## src/sv/lin_master_frame_sender_macros.svh

```systemverilog
// Assertion macros shared by the LIN frame sender RTL.
// Included by modules that carry concurrent checks; expects clk and rst_n in scope.
`ifndef LIN_MASTER_FRAME_SENDER_MACROS_SVH
`define LIN_MASTER_FRAME_SENDER_MACROS_SVH

// same-cycle implication, disabled during reset
`define LMFS_ASSERT_IMP(lbl, ante, cons, msg) \
  lbl: assert property (@(posedge clk) disable iff (!rst_n) (ante) |-> (cons)) \
    else $error(msg);

// next-cycle implication, disabled during reset
`define LMFS_ASSERT_NEXT(lbl, ante, cons, msg) \
  lbl: assert property (@(posedge clk) disable iff (!rst_n) (ante) |=> (cons)) \
    else $error(msg);

`endif

```

## src/sv/lmfs_pkg.sv

```systemverilog
// Shared types, codes and helpers for the LIN master frame sender.
// No dependencies; imported by every lmfs module and the top level.
package lmfs_pkg;

  localparam int MAX_DATA_BYTES = 8;
  localparam int PH_W  = $clog2(MAX_DATA_BYTES + 3);
  localparam int IDX_W = (MAX_DATA_BYTES > 1) ? $clog2(MAX_DATA_BYTES) : 1;

  // operation codes
  localparam logic [2:0] OP_SEND  = 3'd0;
  localparam logic [2:0] OP_TICK  = 3'd1;
  localparam logic [2:0] OP_HBEAT = 3'd2;
  localparam logic [2:0] OP_SLEEP = 3'd3;
  localparam logic [2:0] OP_WAKE  = 3'd4;

  // status codes
  localparam logic [1:0] ST_OK     = 2'd0;
  localparam logic [1:0] ST_ASLEEP = 2'd1;
  localparam logic [1:0] ST_BAD_ID = 2'd2;

  // configuration register indexes
  localparam logic [1:0] CFG_IS_MASTER  = 2'd0;
  localparam logic [1:0] CFG_HB_ID      = 2'd1;
  localparam logic [1:0] CFG_HB_PERIOD  = 2'd2;
  localparam logic [1:0] CFG_HB_TIMEOUT = 2'd3;

  localparam logic [15:0] HB_PERIOD_RST  = 16'd500;
  localparam logic [15:0] HB_TIMEOUT_RST = 16'd1000;
  localparam logic [7:0]  SYNC_BYTE      = 8'h55;
  localparam logic [7:0]  ID_MAX         = 8'd63;
  localparam logic [3:0]  HB_LEN         = 4'd2;
  localparam logic [3:0]  LEN_MAX        = 4'(MAX_DATA_BYTES);

  // one queued transaction: a frame to serialize or a status-only result
  typedef struct packed {
    logic        is_frame;
    logic [1:0]  status;
    logic [7:0]  pid;
    logic [3:0]  len;
    logic [63:0] data;
    logic        timeout;
    logic [31:0] sent;
  } lmfs_job_t;

  // LIN 2.1 protected identifier
  function automatic logic [7:0] make_pid(input logic [5:0] id);
    logic p0;
    logic p1;
    p0 = id[0] ^ id[1] ^ id[2] ^ id[4];
    p1 = ~(id[1] ^ id[3] ^ id[4] ^ id[5]);
    return {p1, p0, id};
  endfunction

endpackage

```

## src/sv/lmfs_front.sv

```systemverilog
// Front end: configuration registers, mode/heartbeat bookkeeping and command decode.
// Depends on lmfs_pkg; feeds lmfs_queue with one job per accepted transaction.
module lmfs_front
  import lmfs_pkg::*;
(
  input  logic        clk,
  input  logic        rst_n,
  input  logic        cfg_we,
  input  logic [1:0]  cfg_index,
  input  logic [15:0] cfg_wdata,
  input  logic        in_valid,
  input  logic        q_full,
  input  logic [2:0]  in_op,
  input  logic [31:0] in_timestamp_ms,
  input  logic [7:0]  in_frame_id,
  input  logic [3:0]  in_data_length,
  input  logic [63:0] in_frame_data,
  output logic        push,
  output lmfs_job_t   push_job
);

  logic        is_master_r;
  logic [5:0]  hb_id_r;
  logic [15:0] hb_period_r;
  logic [15:0] hb_timeout_r;

  logic        bus_active_r,  bus_active_nxt;
  logic [15:0] beat_cnt_r,    beat_cnt_nxt;
  logic [31:0] last_beat_r,   last_beat_nxt;
  logic        timed_out_r,   timed_out_nxt;
  logic [31:0] frame_cnt_r,   frame_cnt_nxt;

  logic [31:0] since_beat;
  logic [3:0]  len_sat;

  assign push       = in_valid && !q_full;
  assign since_beat = in_timestamp_ms - last_beat_r;
  assign len_sat    = (in_data_length > LEN_MAX) ? LEN_MAX : in_data_length;

  always_comb begin
    bus_active_nxt = bus_active_r;
    beat_cnt_nxt   = beat_cnt_r;
    last_beat_nxt  = last_beat_r;
    timed_out_nxt  = timed_out_r;
    frame_cnt_nxt  = frame_cnt_r;
    push_job.is_frame = 1'b0;
    push_job.status   = ST_OK;
    push_job.pid      = make_pid(hb_id_r);
    push_job.len      = HB_LEN;
    push_job.data     = {48'd0, beat_cnt_r};
    case (in_op)
      OP_SEND: begin
        if (!bus_active_r) begin
          push_job.status = ST_ASLEEP;
        end else if (in_frame_id > ID_MAX) begin
          push_job.status = ST_BAD_ID;
        end else begin
          push_job.is_frame = 1'b1;
          push_job.pid      = make_pid(in_frame_id[5:0]);
          push_job.len      = len_sat;
          push_job.data     = in_frame_data;
          frame_cnt_nxt     = frame_cnt_r + 32'd1;
        end
      end
      OP_TICK: begin
        if (!bus_active_r) begin
          push_job.status = ST_ASLEEP;
        end else if (!is_master_r) begin
          if (last_beat_r != 32'd0 && since_beat > {16'd0, hb_timeout_r}) begin
            timed_out_nxt = 1'b1;
          end
        end else if (since_beat >= {16'd0, hb_period_r}) begin
          push_job.is_frame = 1'b1;
          beat_cnt_nxt      = beat_cnt_r + 16'd1;
          last_beat_nxt     = in_timestamp_ms;
          timed_out_nxt     = 1'b0;
          frame_cnt_nxt     = frame_cnt_r + 32'd1;
        end
      end
      OP_HBEAT: begin
        if (!bus_active_r) begin
          push_job.status = ST_ASLEEP;
        end else begin
          push_job.is_frame = 1'b1;
          beat_cnt_nxt      = beat_cnt_r + 16'd1;
          last_beat_nxt     = in_timestamp_ms;
          timed_out_nxt     = 1'b0;
          frame_cnt_nxt     = frame_cnt_r + 32'd1;
        end
      end
      OP_SLEEP: begin
        bus_active_nxt = 1'b0;
      end
      OP_WAKE: begin
        if (!bus_active_r) begin
          bus_active_nxt = 1'b1;
          timed_out_nxt  = 1'b0;
        end
      end
      default: begin
      end
    endcase
    push_job.timeout = timed_out_nxt;
    push_job.sent    = frame_cnt_nxt;
  end

  always_ff @(posedge clk) begin
    if (!rst_n) begin
      is_master_r  <= 1'b1;
      hb_id_r      <= 6'd0;
      hb_period_r  <= HB_PERIOD_RST;
      hb_timeout_r <= HB_TIMEOUT_RST;
    end else if (cfg_we) begin
      case (cfg_index)
        CFG_IS_MASTER:  is_master_r  <= cfg_wdata[0];
        CFG_HB_ID:      hb_id_r      <= cfg_wdata[5:0];
        CFG_HB_PERIOD:  hb_period_r  <= cfg_wdata;
        CFG_HB_TIMEOUT: hb_timeout_r <= cfg_wdata;
        default: begin
        end
      endcase
    end
  end

  always_ff @(posedge clk) begin
    if (!rst_n) begin
      bus_active_r <= 1'b1;
      beat_cnt_r   <= 16'd0;
      last_beat_r  <= 32'd0;
      timed_out_r  <= 1'b0;
      frame_cnt_r  <= 32'd0;
    end else if (push) begin
      bus_active_r <= bus_active_nxt;
      beat_cnt_r   <= beat_cnt_nxt;
      last_beat_r  <= last_beat_nxt;
      timed_out_r  <= timed_out_nxt;
      frame_cnt_r  <= frame_cnt_nxt;
    end
  end

endmodule

```

## src/sv/lmfs_queue.sv

```systemverilog
// Two-entry job queue between the decode front end and the byte serializer.
// Depends on lmfs_pkg and the shared assertion macros.
`include "lin_master_frame_sender_macros.svh"
module lmfs_queue
  import lmfs_pkg::*;
(
  input  logic      clk,
  input  logic      rst_n,
  input  logic      push,
  input  lmfs_job_t push_job,
  input  logic      pop,
  output logic      full,
  output logic      empty,
  output lmfs_job_t head
);

  lmfs_job_t  mem [2];
  logic       wr_ptr_r, rd_ptr_r;
  logic [1:0] cnt_r;

  assign full  = (cnt_r == 2'd2);
  assign empty = (cnt_r == 2'd0);
  assign head  = mem[rd_ptr_r];

  always_ff @(posedge clk) begin
    if (push) begin
      mem[wr_ptr_r] <= push_job;
    end
  end

  always_ff @(posedge clk) begin
    if (!rst_n) begin
      wr_ptr_r <= 1'b0;
      rd_ptr_r <= 1'b0;
      cnt_r    <= 2'd0;
    end else begin
      if (push) begin
        wr_ptr_r <= ~wr_ptr_r;
      end
      if (pop) begin
        rd_ptr_r <= ~rd_ptr_r;
      end
      case ({push, pop})
        2'b10:   cnt_r <= cnt_r + 2'd1;
        2'b01:   cnt_r <= cnt_r - 2'd1;
        default: cnt_r <= cnt_r;
      endcase
    end
  end

  `LMFS_ASSERT_IMP(a_cnt_range, 1'b1, cnt_r <= 2'd2, "queue count out of range")
  `LMFS_ASSERT_IMP(a_no_overflow, push, !full, "push into full queue")
  `LMFS_ASSERT_IMP(a_no_underflow, pop, !empty, "pop from empty queue")
  `LMFS_ASSERT_NEXT(a_push_fills, push && !pop, !empty, "queue empty after push")

endmodule

```

## src/sv/lmfs_back.sv

```systemverilog
// Back end: one bus byte or status per unstalled cycle into the output register.
// Depends on lmfs_pkg and the shared assertion macros.
`include "lin_master_frame_sender_macros.svh"
module lmfs_back
  import lmfs_pkg::*;
(
  input  logic        clk,
  input  logic        rst_n,
  input  logic        q_empty,
  input  lmfs_job_t   job,
  output logic        pop,
  output logic        out_valid,
  input  logic        out_stall,
  output logic [7:0]  out_byte,
  output logic        out_byte_valid,
  output logic        out_is_last,
  output logic [1:0]  out_status,
  output logic        out_timeout_flag,
  output logic [31:0] out_sent_frames
);

  logic [PH_W-1:0] phase_r, phase_nxt;
  logic [7:0]      sum_r,   sum_nxt;

  logic            out_valid_r;
  logic [7:0]      byte_r;
  logic            byte_valid_r;
  logic            last_r;
  logic [1:0]      status_r;
  logic            timeout_r;
  logic [31:0]     sent_r;

  logic            load_ok;
  logic            fire;
  logic [4:0]      ck_phase;
  logic [PH_W-1:0] data_off;
  logic [IDX_W-1:0] idx;
  logic [7:0]      dbyte;
  logic [8:0]      add;
  logic [7:0]      byte_nxt;
  logic            last_nxt;

  assign load_ok  = !out_valid_r || !out_stall;
  assign fire     = load_ok && !q_empty;
  assign ck_phase = {1'b0, job.len} + 5'd2;
  assign data_off = phase_r - PH_W'(2);
  assign idx      = data_off[IDX_W-1:0];
  assign dbyte    = job.data[{idx, 3'b000} +: 8];
  assign add      = {1'b0, sum_r} + {1'b0, dbyte};

  always_comb begin
    byte_nxt = 8'd0;
    last_nxt = 1'b1;
    sum_nxt  = sum_r;
    if (job.is_frame) begin
      last_nxt = 1'b0;
      if (phase_r == PH_W'(0)) begin
        byte_nxt = SYNC_BYTE;
      end else if (phase_r == PH_W'(1)) begin
        byte_nxt = job.pid;
        sum_nxt  = job.pid;
      end else if (5'(phase_r) == ck_phase) begin
        byte_nxt = ~sum_r;
        last_nxt = 1'b1;
      end else begin
        byte_nxt = dbyte;
        // end-around carry
        sum_nxt  = add[8] ? (add[7:0] + 8'd1) : add[7:0];
      end
    end
    phase_nxt = last_nxt ? PH_W'(0) : (phase_r + PH_W'(1));
  end

  assign pop = fire && last_nxt;

  always_ff @(posedge clk) begin
    if (!rst_n) begin
      phase_r     <= '0;
      out_valid_r <= 1'b0;
    end else begin
      if (fire) begin
        phase_r <= phase_nxt;
      end
      if (load_ok) begin
        out_valid_r <= fire;
      end
    end
  end

  always_ff @(posedge clk) begin
    if (fire) begin
      sum_r        <= sum_nxt;
      byte_r       <= byte_nxt;
      byte_valid_r <= job.is_frame;
      last_r       <= last_nxt;
      status_r     <= job.status;
      timeout_r    <= job.timeout;
      sent_r       <= job.sent;
    end
  end

  assign out_valid        = out_valid_r;
  assign out_byte         = byte_r;
  assign out_byte_valid   = byte_valid_r;
  assign out_is_last      = last_r;
  assign out_status       = status_r;
  assign out_timeout_flag = timeout_r;
  assign out_sent_frames  = sent_r;

  `LMFS_ASSERT_IMP(a_status_last, out_valid_r && !byte_valid_r, last_r,
                   "status-only result not marked last")
  `LMFS_ASSERT_IMP(a_err_no_byte, out_valid_r && status_r != ST_OK, !byte_valid_r,
                   "error status carries a bus byte")
  `LMFS_ASSERT_IMP(a_status_phase, fire && !job.is_frame, phase_r == PH_W'(0),
                   "status job started mid-frame")
  `LMFS_ASSERT_IMP(a_phase_bound, !q_empty && job.is_frame, 5'(phase_r) <= ck_phase,
                   "frame phase beyond checksum")

endmodule

```

## src/sv/lin_master_frame_sender.sv

```systemverilog
// Top level of the LIN master frame sender.
// Depends on lmfs_pkg, lmfs_front, lmfs_queue and lmfs_back.
//
// Usage:
// - Input channel (in_valid/in_stall): one transaction per command: send
//   frame, schedule tick, send heartbeat, sleep or wake.
// - Output channel (out_valid/out_stall): a sent frame yields one transaction
//   per bus byte (sync 0x55, PID, 0..8 data bytes, checksum), the last one
//   flagged by out_is_last; any other outcome yields one status-only
//   transaction with out_byte_valid low.
// - cfg_we/cfg_index/cfg_wdata write the four configuration registers.
// Path: an accepted command is written into the job queue, then loaded into
// the output register. Throughput: the serializer emits one transaction per
// cycle while out_stall is low, so a frame of N data bytes holds the back end
// for N+3 transactions (3 to 11), a status-only command for one. Commands are
// decoded at acceptance into a two-entry queue, so input is taken every cycle
// until that queue fills; the byte serializer sets the sustained rate.
// Reset (rst_n low, synchronous): queue and output empty, bus active,
// counters and timeout flag cleared, registers to their defaults.
// When out_stall is high the output transaction holds, the serializer
// waits, and once the queue is full in_stall rises.
module lin_master_frame_sender
  import lmfs_pkg::*;
(
  input  logic        clk,
  input  logic        rst_n,
  input  logic        cfg_we,
  input  logic [1:0]  cfg_index,
  input  logic [15:0] cfg_wdata,
  input  logic        in_valid,
  output logic        in_stall,
  input  logic [2:0]  in_op,
  input  logic [31:0] in_timestamp_ms,
  input  logic [7:0]  in_frame_id,
  input  logic [3:0]  in_data_length,
  input  logic [63:0] in_frame_data,
  output logic        out_valid,
  input  logic        out_stall,
  output logic [7:0]  out_byte,
  output logic        out_byte_valid,
  output logic        out_is_last,
  output logic [1:0]  out_status,
  output logic        out_timeout_flag,
  output logic [31:0] out_sent_frames
);

  logic      push;
  logic      pop;
  logic      q_full;
  logic      q_empty;
  lmfs_job_t push_job;
  lmfs_job_t head_job;

  // input is stalled only by a full job queue
  assign in_stall = q_full;

  lmfs_front u_front (
    .clk             (clk),
    .rst_n           (rst_n),
    .cfg_we          (cfg_we),
    .cfg_index       (cfg_index),
    .cfg_wdata       (cfg_wdata),
    .in_valid        (in_valid),
    .q_full          (q_full),
    .in_op           (in_op),
    .in_timestamp_ms (in_timestamp_ms),
    .in_frame_id     (in_frame_id),
    .in_data_length  (in_data_length),
    .in_frame_data   (in_frame_data),
    .push            (push),
    .push_job        (push_job)
  );

  lmfs_queue u_queue (
    .clk      (clk),
    .rst_n    (rst_n),
    .push     (push),
    .push_job (push_job),
    .pop      (pop),
    .full     (q_full),
    .empty    (q_empty),
    .head     (head_job)
  );

  // serializer: one bus byte or status result per cycle while out_stall is low
  lmfs_back u_back (
    .clk              (clk),
    .rst_n            (rst_n),
    .q_empty          (q_empty),
    .job              (head_job),
    .pop              (pop),
    .out_valid        (out_valid),
    .out_stall        (out_stall),
    .out_byte         (out_byte),
    .out_byte_valid   (out_byte_valid),
    .out_is_last      (out_is_last),
    .out_status       (out_status),
    .out_timeout_flag (out_timeout_flag),
    .out_sent_frames  (out_sent_frames)
  );

endmodule
```

## config.mk

```make
export PLATFORM = sky130hd
export DESIGN_NAME = lin_master_frame_sender
export DESIGN_NICKNAME = d
export VERILOG_FILES = /design/src/sv/lmfs_pkg.sv /design/src/sv/lmfs_front.sv /design/src/sv/lmfs_queue.sv /design/src/sv/lmfs_back.sv /design/src/sv/lin_master_frame_sender.sv
export VERILOG_INCLUDE_DIRS = /design/src /design/src/sv
export SDC_FILE = /design/constraint.sdc
export NUM_CORES = 1
export LEC_CHECK = 0
export ABC_AREA = 1
export BUFFER_PORTS_ARGS = -buffer_cell sky130_fd_sc_hd__buf_2
export CAP_MARGIN = 20
export CORE_MARGIN = 5
export CORE_UTILIZATION = 45
export CTS_CLUSTER_DIAMETER = 150
export CTS_CLUSTER_SIZE = 28
export DETAILED_ROUTE_END_ITERATION = 6
export MAX_ROUTING_LAYER = met4
export SLEW_MARGIN = 40
export SYNTH_ARGS = -nofsm -noshare
export SYNTH_HDL_FRONTEND = slang
export SYNTH_SLANG_ARGS = --single-unit
```

## constraint.sdc

```tcl
create_clock -name clk -period 7.99 [get_ports clk]
set_clock_uncertainty 0.1 [all_clocks]
set_input_delay 0 -clock clk [delete_from_list [all_inputs] [get_ports clk]]
set_output_delay 0 -clock clk [all_outputs]
set_load 0.1 [all_outputs]
```

==> qor.yml, run 1 <==
status:
  outcome: "completed"
power_and_ir_drop:
  total_power_mw: 7.27
  vdd_ir_drop_max_v: 0.000252
  p_leak_nw: 11.3
  power_density_nw_per_um2: 280
clock_network:
  cts.sinks: 408
  h-tree-depth: 1
  clockBufferDepth: 3
  numCtsBuffers: 18
  postCtsResizedCells: 0
  path_clk_slew_ps: 120
  clock_latency_ps: 560
  cts_tree: "yes"
  postCtsSetupRepairBufs: 0
  cts-root-buf: "clkbuf_16"
logic_synthesis:
  yosysTopAreaCell: "edfxtp_1"
  syn_avg_cell_area_sq_um: 8.16
  synth-async-reset-ratio: 0
  synth_edf_count: 277
  ys_ff_latch: 408
  netlist_top_cells_area: "edfxtp_1 37%, dfxtp_1 12%, nand2_1 11%, inv_1 6.5%, ha_1 4.5%"
  synth_top_area_share: 0.373
  ys_seq_area_frac: 0.490
  synth_cell_type_count: 52
  yosysWarnings: 0
  synth_cells: 2734
  syn_area_sq_um: 22300
  synth_flop_cell: "edfxtp_1"
  synth_nets: 2950
global_routing:
  grt.overflow.total: 0
  antenna_found_initial: 1
  first_global_vias: 18800
  grt_max_degree: 92
  grt_use_total: 0.234
  grt_pass1_wl_mm: 99.8
drt:
  vias: 19200
  dr.pass1.iters: 5
  via_per_inst: 5.22
  drt_iter0_drc: 1535
  ant_nets: 0
  drc: 0
  wl_per_cell_um: 17.1
  drt_wl_total_mm: 62.9
placement:
  hpwl_mm: 43.3
  place_congestion: 0.928
  portBuffers: 180
die:
  rows: 81
  die-area_sq_um: 54200
  initial_core_util: 0.455
  fp.dieH_um: 233
  io_pins: 181
  die_x_um: 233
  core_sq_um: 49100
critical_path:
  slowest_delay_ps: 620
  critPathCaptureType: "flip-flop"
  cpMaxStageDelayCell: "dlygate4sd3_1"
  critPathBufInv: 2
  cp_top_family: "simple AND/OR/NAND/NOR gates"
  cp-start-kind: "flip-flop"
  crit_arrival_ps: 5410
  crit_chain: "inv_1, ha_1, nand2_1, nor2_2, nand3_1, nand3_1, xor2_1, ha_1, a21oi_1, nor3_1, a211oi_1, a21oi_1, nor2_1, nand3_4, nand2_4, nand2_4, nand2_8, o21ai_1, dlygate4sd3_1, a21oi_2"
  cp.required_ps: 8380
  cp_max_fo: 83
  crit_type: "reg2reg"
timing:
  drv_slew: 0
  period_needed_ps: 5020
  finalCritPeriodShare: 0.628
  grt_setup_unrepaired: "false"
  fmax_mhz: 199
  worst_slew_pin_slew_ps: 831
  setup_violations: 0
  tns_ps: 0
  timing.slew.headroom: 0.444
  hold_viol: 0
cells_and_area:
  layout.nets: 3222
  drive_above_1_share: 0.104
  final_common_cell: "nand2_1"
  areaGrowthSynthToFinish_pct: 16.1
  mostFrequentLayoutCells: "669 x nand2_1, 382 x inv_1, 277 x edfxtp_1, 244 x nor2_1, 186 x o21ai_0"
worst_hold_path:
  hold_class: "in2reg"
run:
  drv_cap: 0
## repair_timing
action	4_1_cts	5_1_grt
endpoints found under the hold margin	254	0
hold buffers	154	0
setup endpoints to repair	0	0
## synthesized netlist by cell type (all sizes together), types with 3 or more instances
cell,number
nand3,131
nor3,38
xnor2,4
o211ai,20
xor2,63
o21ai,219
nand4,27
inv,400
clkinv,7
o221ai,32
clkbuf,84
nand3b,5
a21o,5
a31oi,3
a221oi,6
o22ai,9
edfxtp,277
a211oi,7
o21bai,10
dfxtp,131
buf,20
nand2,683
or2,3
nor4,15
a21oi,176
ha,80
nor2,263
## layout make-up
type	instances	area, sq um
Tap cell	664	831
Clock buffer	31	520
Sequential cell	408	10900
Fill cell	4671	23100
Inverter	407	1530
Clock inverter	1	16.3
Timing Repair Buffer	356	2620
Multi-Input combinational cell	1815	9450
Antenna cell	1	2.50
## cells by family (layout without fill, tap and decap cells)
family | Yosys count | count (layout) | synth area share
simple gates | 1172 | 1172 | 0.220
buf+inv | 511 | 795 | 0.0887
compound gates | 492 | 492 | 0.128
flops | 408 | 408 | 0.490
fa+ha+maj | 82 | 82 | 0.0466
xor+xnor | 67 | 67 | 0.0263
mux | 2 | 2 | 0.000897
other cells | 0 | 1 | 0
## per-layer routing
| layer | part of all wire | GRT usage |
|---|---|---|
| met3 | 0.051 | 0.0234 |
| met2 | 0.47 | 0.380 |
| met5 | 0 | - |
| met1 | 0.46 | 0.318 |
| met4 | 0.024 | 0.0604 |
## per-stage QoR
stage	instance area [sq um]	hold WS, ps	setup slack [ps]	util	cells
final	25900	123	2970	0.528	3683
after global routing	25900	130	2660	0.528	3682
after CTS	25900	89.3	2990	0.528	3682
after detailed placement	23800	142	2990	0.486	3496
after global placement	23800	135	3150	0.485	3496
after floorplan	22300	26.4	1710	-	2734
## path summary, 6_finish.rpt
| kind | end | startpoint | depth (start not counted) | slack [ps] |
|---|---|---|---|---|
| setup / recovery | u_front.last_beat_r[6]$_SDFFE_PN0P_ | u_front.last_beat_r[6]$_SDFFE_PN0P_ | 20 | 2970 |
| hold / removal | u_front.hb_timeout_r[7]$_SDFFE_PN1P_ | cfg_wdata[7] | 4 | 120 |
| setup reg to reg | u_front.last_beat_r[6]$_SDFFE_PN0P_ | u_front.last_beat_r[6]$_SDFFE_PN0P_ | 20 | 2970 |
| hold reg to reg | u_queue.rd_ptr_r$_SDFFE_PN0P_ | u_queue.rd_ptr_r$_SDFFE_PN0P_ | 1 | 360 |
## tightest hold or removal path, stage by stage
cell	delay, ps
dlygate4sd3_1	520
buf_2	110
a21oi_1	60
o21ai_0	60
## flip-flops by register name, indices dropped and copies added, names as in the netlist, 2 cells and up, named ones only
register and flops:
u_back.out_status 2, u_back.sum_r 8, u_back.phase_r 4, u_front.hb_timeout_r 16
u_front.beat_cnt_r 16, u_queue.mem 224, u_front.hb_period_r 16, u_back.out_sent_frames 32
u_front.frame_cnt_r 32, u_back.out_byte 8, u_front.hb_id_r 6, u_queue.cnt_r 2
u_front.last_beat_r 32
## report_power, final
group	internal, mW	switching [mW]
Sequential	2.75	0.187
Combinational	0.816	2.38
Clock	0.457	0.676
Total	4.02	3.25
Note: power is estimated with default switching activity, not from simulation.
==> inputs of run 2 (changes only) <==
--- a/config.mk
+++ b/config.mk
@@ -6,7 +6,7 @@
 export SDC_FILE = /design/constraint.sdc
 export NUM_CORES = 1
 export LEC_CHECK = 0
-export ABC_AREA = 1
+export ABC_AREA = 0
 export BUFFER_PORTS_ARGS = -buffer_cell sky130_fd_sc_hd__buf_2
 export CAP_MARGIN = 20
 export CORE_MARGIN = 5
==> constraint.sdc (replaced) <==
create_clock -name clk -period 5.3 [get_ports clk]
set_clock_uncertainty 0.1 [all_clocks]
set_input_delay 0 -clock clk [delete_from_list [all_inputs] [get_ports clk]]
set_output_delay 0 -clock clk [all_outputs]
set_load 0.1 [all_outputs]
==> qor.yml, run 2 <==
status:
  outcome: "completed"  # unchanged
worst_hold_path:
  whs_path_depth: 6  # was 4
  hold_class: "in2reg"  # unchanged
  min_to: "u_queue.mem[0][27]$_DFFE_PP_"  # was u_front.hb_timeout_r[7]$_SDFFE_PN1P_
  hold_path.startpoint: "in_frame_id[6]"  # was cfg_wdata[7]
power_and_ir_drop:
  p_leak_nw: 8.96  # was 11.3 nW
  vdd_ir_drop_max_v: 0.000712  # was 0.000252 V
  power_density_nw_per_um2: 410  # was 280 nW/um^2
  total_power_mw: 10.1  # was 7.27 mW
global_routing:
  first_global_vias: 15700  # was 18,800
  grt_max_degree: 83  # was 92
  antenna_found_initial: 1  # unchanged
  grt_use_total: 0.215  # was 0.234
  grt_pass1_wl_mm: 85.8  # was 99.8 mm
  grt.overflow.total: 0  # unchanged
critical_path:
  ff2ff_setup_slack_ps: 500  # was 2970 ps
  r2r_start: "u_front.last_beat_r[0]$_SDFFE_PN0P_"  # was u_front.last_beat_r[6]$_SDFFE_PN0P_
  cp_max_fo: 12  # was 83
  r2r-end: "u_queue.mem[1][20]$_DFFE_PP_"  # was u_front.last_beat_r[6]$_SDFFE_PN0P_
  cp-start-kind: "flip-flop"  # unchanged
  slowest_delay_ps: 410  # was 620 ps
  crit_chain: "ha_1, fa_1, nor2b_1, o2111ai_2, nand2_1, xor2_1, ha_1, a21o_1, a211oi_1, o21ai_0, a221oi_1, o21a_1, nand3_2, a21oi_2, nor4_1, a311o_1"  # was inv_1, ha_1, nand2_1, nor2_2, nand3_1, nand3_1, xor2_1, ha_1, a21oi_1, nor3_1, a211oi_1, a21oi_1, nor2_1, nand3_4, nand2_4, nand2_4, nand2_8, o21ai_1, dlygate4sd3_1, a21oi_2
  crit_arrival_ps: 4980  # was 5410 ps
  crit_type: "reg2reg"  # unchanged
  critPathCaptureType: "flip-flop"  # unchanged
  cp.required_ps: 5480  # was 8380 ps
  reg2reg_depth: 16  # was 20
  crit_top_cell: "ha_1"
  cpMaxStageDelayCell: "fa_1"  # was dlygate4sd3_1
clock_network:
  h-tree-depth: 1  # unchanged
  cts-root-buf: "clkbuf_16"  # unchanged
  path_clk_slew_ps: 120  # about the same
  numCtsBuffers: 18  # unchanged
  cts_tree: "yes"  # unchanged
  clockBufferDepth: 3  # unchanged
  cts.sinks: 408  # unchanged
  clock_latency_ps: 560  # about the same
cells_and_area:
  largest_reg_flops: 224  # unchanged
  fill_cells: 4096  # was 4,671
  fin_cells: 2818  # was 3,683
  mostFrequentLayoutCells: "277 x edfxtp_1, 198 x nand2_1, 180 x buf_2, 145 x a21oi_1, 144 x dlygate4sd3_1"  # was 669 x nand2_1, 382 x inv_1, 277 x edfxtp_1, 244 x nor2_1, 186 x o21ai_0
  top_register: "u_queue.mem"  # unchanged
  areaGrowthSynthToFinish_pct: 16.6  # was 16.1%
  drive_above_1_share: 0.163  # was 0.104
  layout.nets: 2415  # was 3,222
  final_common_cell: "edfxtp_1"  # was nand2_1
die:
  initial_core_util: 0.453  # was 0.455
  rows: 79  # was 81
  die-area_sq_um: 51100  # was 54,200 sq um
  core_sq_um: 46400  # was 49,100 sq um
  die_x_um: 226  # was 233 um
  fp.dieH_um: 226  # was 233 um
  io_pins: 181  # unchanged
logic_synthesis:
  synth_cell_type_count: 78  # was 52
  yosys-top-cells-count: "277 x edfxtp_1, 199 x nand2_1, 146 x a21oi_1"  # was 669 x nand2_1, 384 x inv_1, 277 x edfxtp_1
  synth_mux_area_frac: 0.0867  # was 0.000897
  ys_ff_latch: 408  # unchanged
  netlist_top_cells_area: "edfxtp_1 40%, dfxtp_1 12%, ha_1 4.8%, mux4_2 4.3%, nand2_1 3.6%"  # was edfxtp_1 37%, dfxtp_1 12%, nand2_1 11%, inv_1 6.5%, ha_1 4.5%
  synth_xor_area_frac: 0.0312  # was 0.0263
  yosysMostFrequentCell: "edfxtp_1"  # was nand2_1
  syn_avg_cell_area_sq_um: 10.9  # was 8.16 sq um
  synth_simple_gate_area_frac: 0.141  # was 0.220
  synth_flop_cell: "edfxtp_1"  # unchanged
  synth_compound_area_frac: 0.133  # was 0.128
  synth_top_family_by_area: "simple AND/OR/NAND/NOR gates"  # unchanged
  synth_top_area_share: 0.396  # was 0.373
  synthAdderAreaFrac: 0.0495  # was 0.0466
  synth_edf_count: 277  # unchanged
  synth_cells: 1934  # was 2,734
  yosysWarnings: 0  # unchanged
  yosysTopAreaCell: "edfxtp_1"  # unchanged
  syn_area_sq_um: 21000  # was 22,300 sq um
  synth_nets: 2150  # was 2,950
  synth-async-reset-ratio: 0  # unchanged
  ys_seq_area_frac: 0.520  # was 0.490
placement:
  portBuffers: 180  # unchanged
  place_inst: 2639  # was 3,496
  hpwl_mm: 37.9  # was 43.3 mm
  place_congestion: 0.900  # was 0.928
drt:
  drc: 0  # unchanged
  via_per_inst: 5.65  # was 5.22
  wl_per_cell_um: 19.4  # was 17.1 um
  dr.pass1.iters: 5  # unchanged
  ant_nets: 0  # unchanged
  drt_iter0_drc: 1138  # was 1,535
  vias: 15900  # was 19,200
  drt_wl_total_mm: 54.6  # was 62.9 mm
timing:
  fmax_mhz: 208  # was 199 MHz
  period_needed_ps: 4800  # was 5020 ps
  grt_setup_unrepaired: "false"  # unchanged
  tns_ps: 0  # unchanged
  timing.slew.headroom: 0.441  # was 0.444
  drv_slew: 0  # unchanged
  finalCritPeriodShare: 0.906  # was 0.628
  worst_slew_pin_slew_ps: 839  # was 831 ps
  setup_violations: 0  # unchanged
  hold_viol: 0  # unchanged
run:
  drv_cap: 0  # unchanged
-- run 2: cell families after synthesis --
family                   Yosys count
multiplexers                     124
XOR/XNOR                          75
AO/OA/AOI/OAI                    443
flip-flops                       408
AND/OR/NAND/NOR                  599
buffers and inverters            203
adder cells (fa/ha/maj)           82
-- run 2: repair_timing --
item / CTS / global route
gates resized for setup: 0 / 0
hold endpoints to repair: 242 / 0
hold buffers: 144 / 0
endpoints found under the setup margin: 0 / 2
setup buffers: 0 / 3
-- run 2: power by group --
part           switching, mW  internal, mW  total (mW)
clock network          0.999         0.687        1.69
registers              0.188          4.10        4.29
logic                   2.87          1.22        4.08
-- run 2: cell type report --
cell class / instances / area [sq um] / share of cell area
sequential: 408 / 10900 / 0.447
multi-input combinational: 1323 / 9300 / 0.379
timing repair buffer: 355 / 2620 / 0.107
tap: 607 / 759 / 0.0310
clock buffer: 29 / 513 / 0.0209
inverter: 93 / 352 / 0.0143
clock inverter: 2 / 25.0 / 0.00102
antenna: 1 / 2.50 / 0.000102
-- run 2: how the worst max path moves through the flow --
| stage | startpoint | endpoint | slack [ps] | depth (start not counted) |
|---|---|---|---|---|
| finish | u_front.last_beat_r[0]$_SDFFE_PN0P_ | u_queue.mem[1][20]$_DFFE_PP_ | 500 | 16 |
| global route | u_front.last_beat_r[0]$_SDFFE_PN0P_ | u_queue.mem[1][20]$_DFFE_PP_ | 180 | 16 |
| CTS | u_front.last_beat_r[0]$_SDFFE_PN0P_ | u_queue.mem[1][11]$_DFFE_PP_ | 270 | 17 |
| detailed placement | u_front.last_beat_r[0]$_SDFFE_PN0P_ | u_queue.mem[1][27]$_DFFE_PP_ | 300 | 16 |
| global placement | u_front.last_beat_r[0]$_SDFFE_PN0P_ | u_queue.mem[0][25]$_DFFE_PP_ | 390 | 17 |
| floorplan | u_queue.cnt_r[0]$_SDFFE_PN0P_ | u_queue.mem[0][0]$_DFFE_PP_ | 310 | 7 |
-- run 2: per-stage QoR --
| stage | instance area [sq um] | hold slack (ps) | utilization | worst slack, ps |
|---|---|---|---|---|
| floorplan | 21000 | 36.0 | - | 307 |
| global placement | 22500 | 143 | 0.485 | 390 |
| detailed placement | 22500 | 145 | 0.485 | 303 |
| CTS | 24500 | 27.3 | 0.528 | 274 |
| global route | 24500 | 85.0 | 0.529 | 179 |
| finish | 24500 | 51.0 | 0.529 | 498 |
-- run 2: critical path: cells and delay by family (launching register included) --
kind	cells	cell delay [ps]
AOI/OAI and AO/OA	8	2080
adders and majority gates	3	920
and+or+nand+nor	4	780
DFF	1	340
xor gates and xnor gates	1	280
-- run 2: metal layers --
layer | wire length [um] | track usage
met5 | 0 | -
met4 | 1010 | 0.0437
met3 | 2090 | 0.0188
met2 | 26200 | 0.352
met1 | 25300 | 0.299
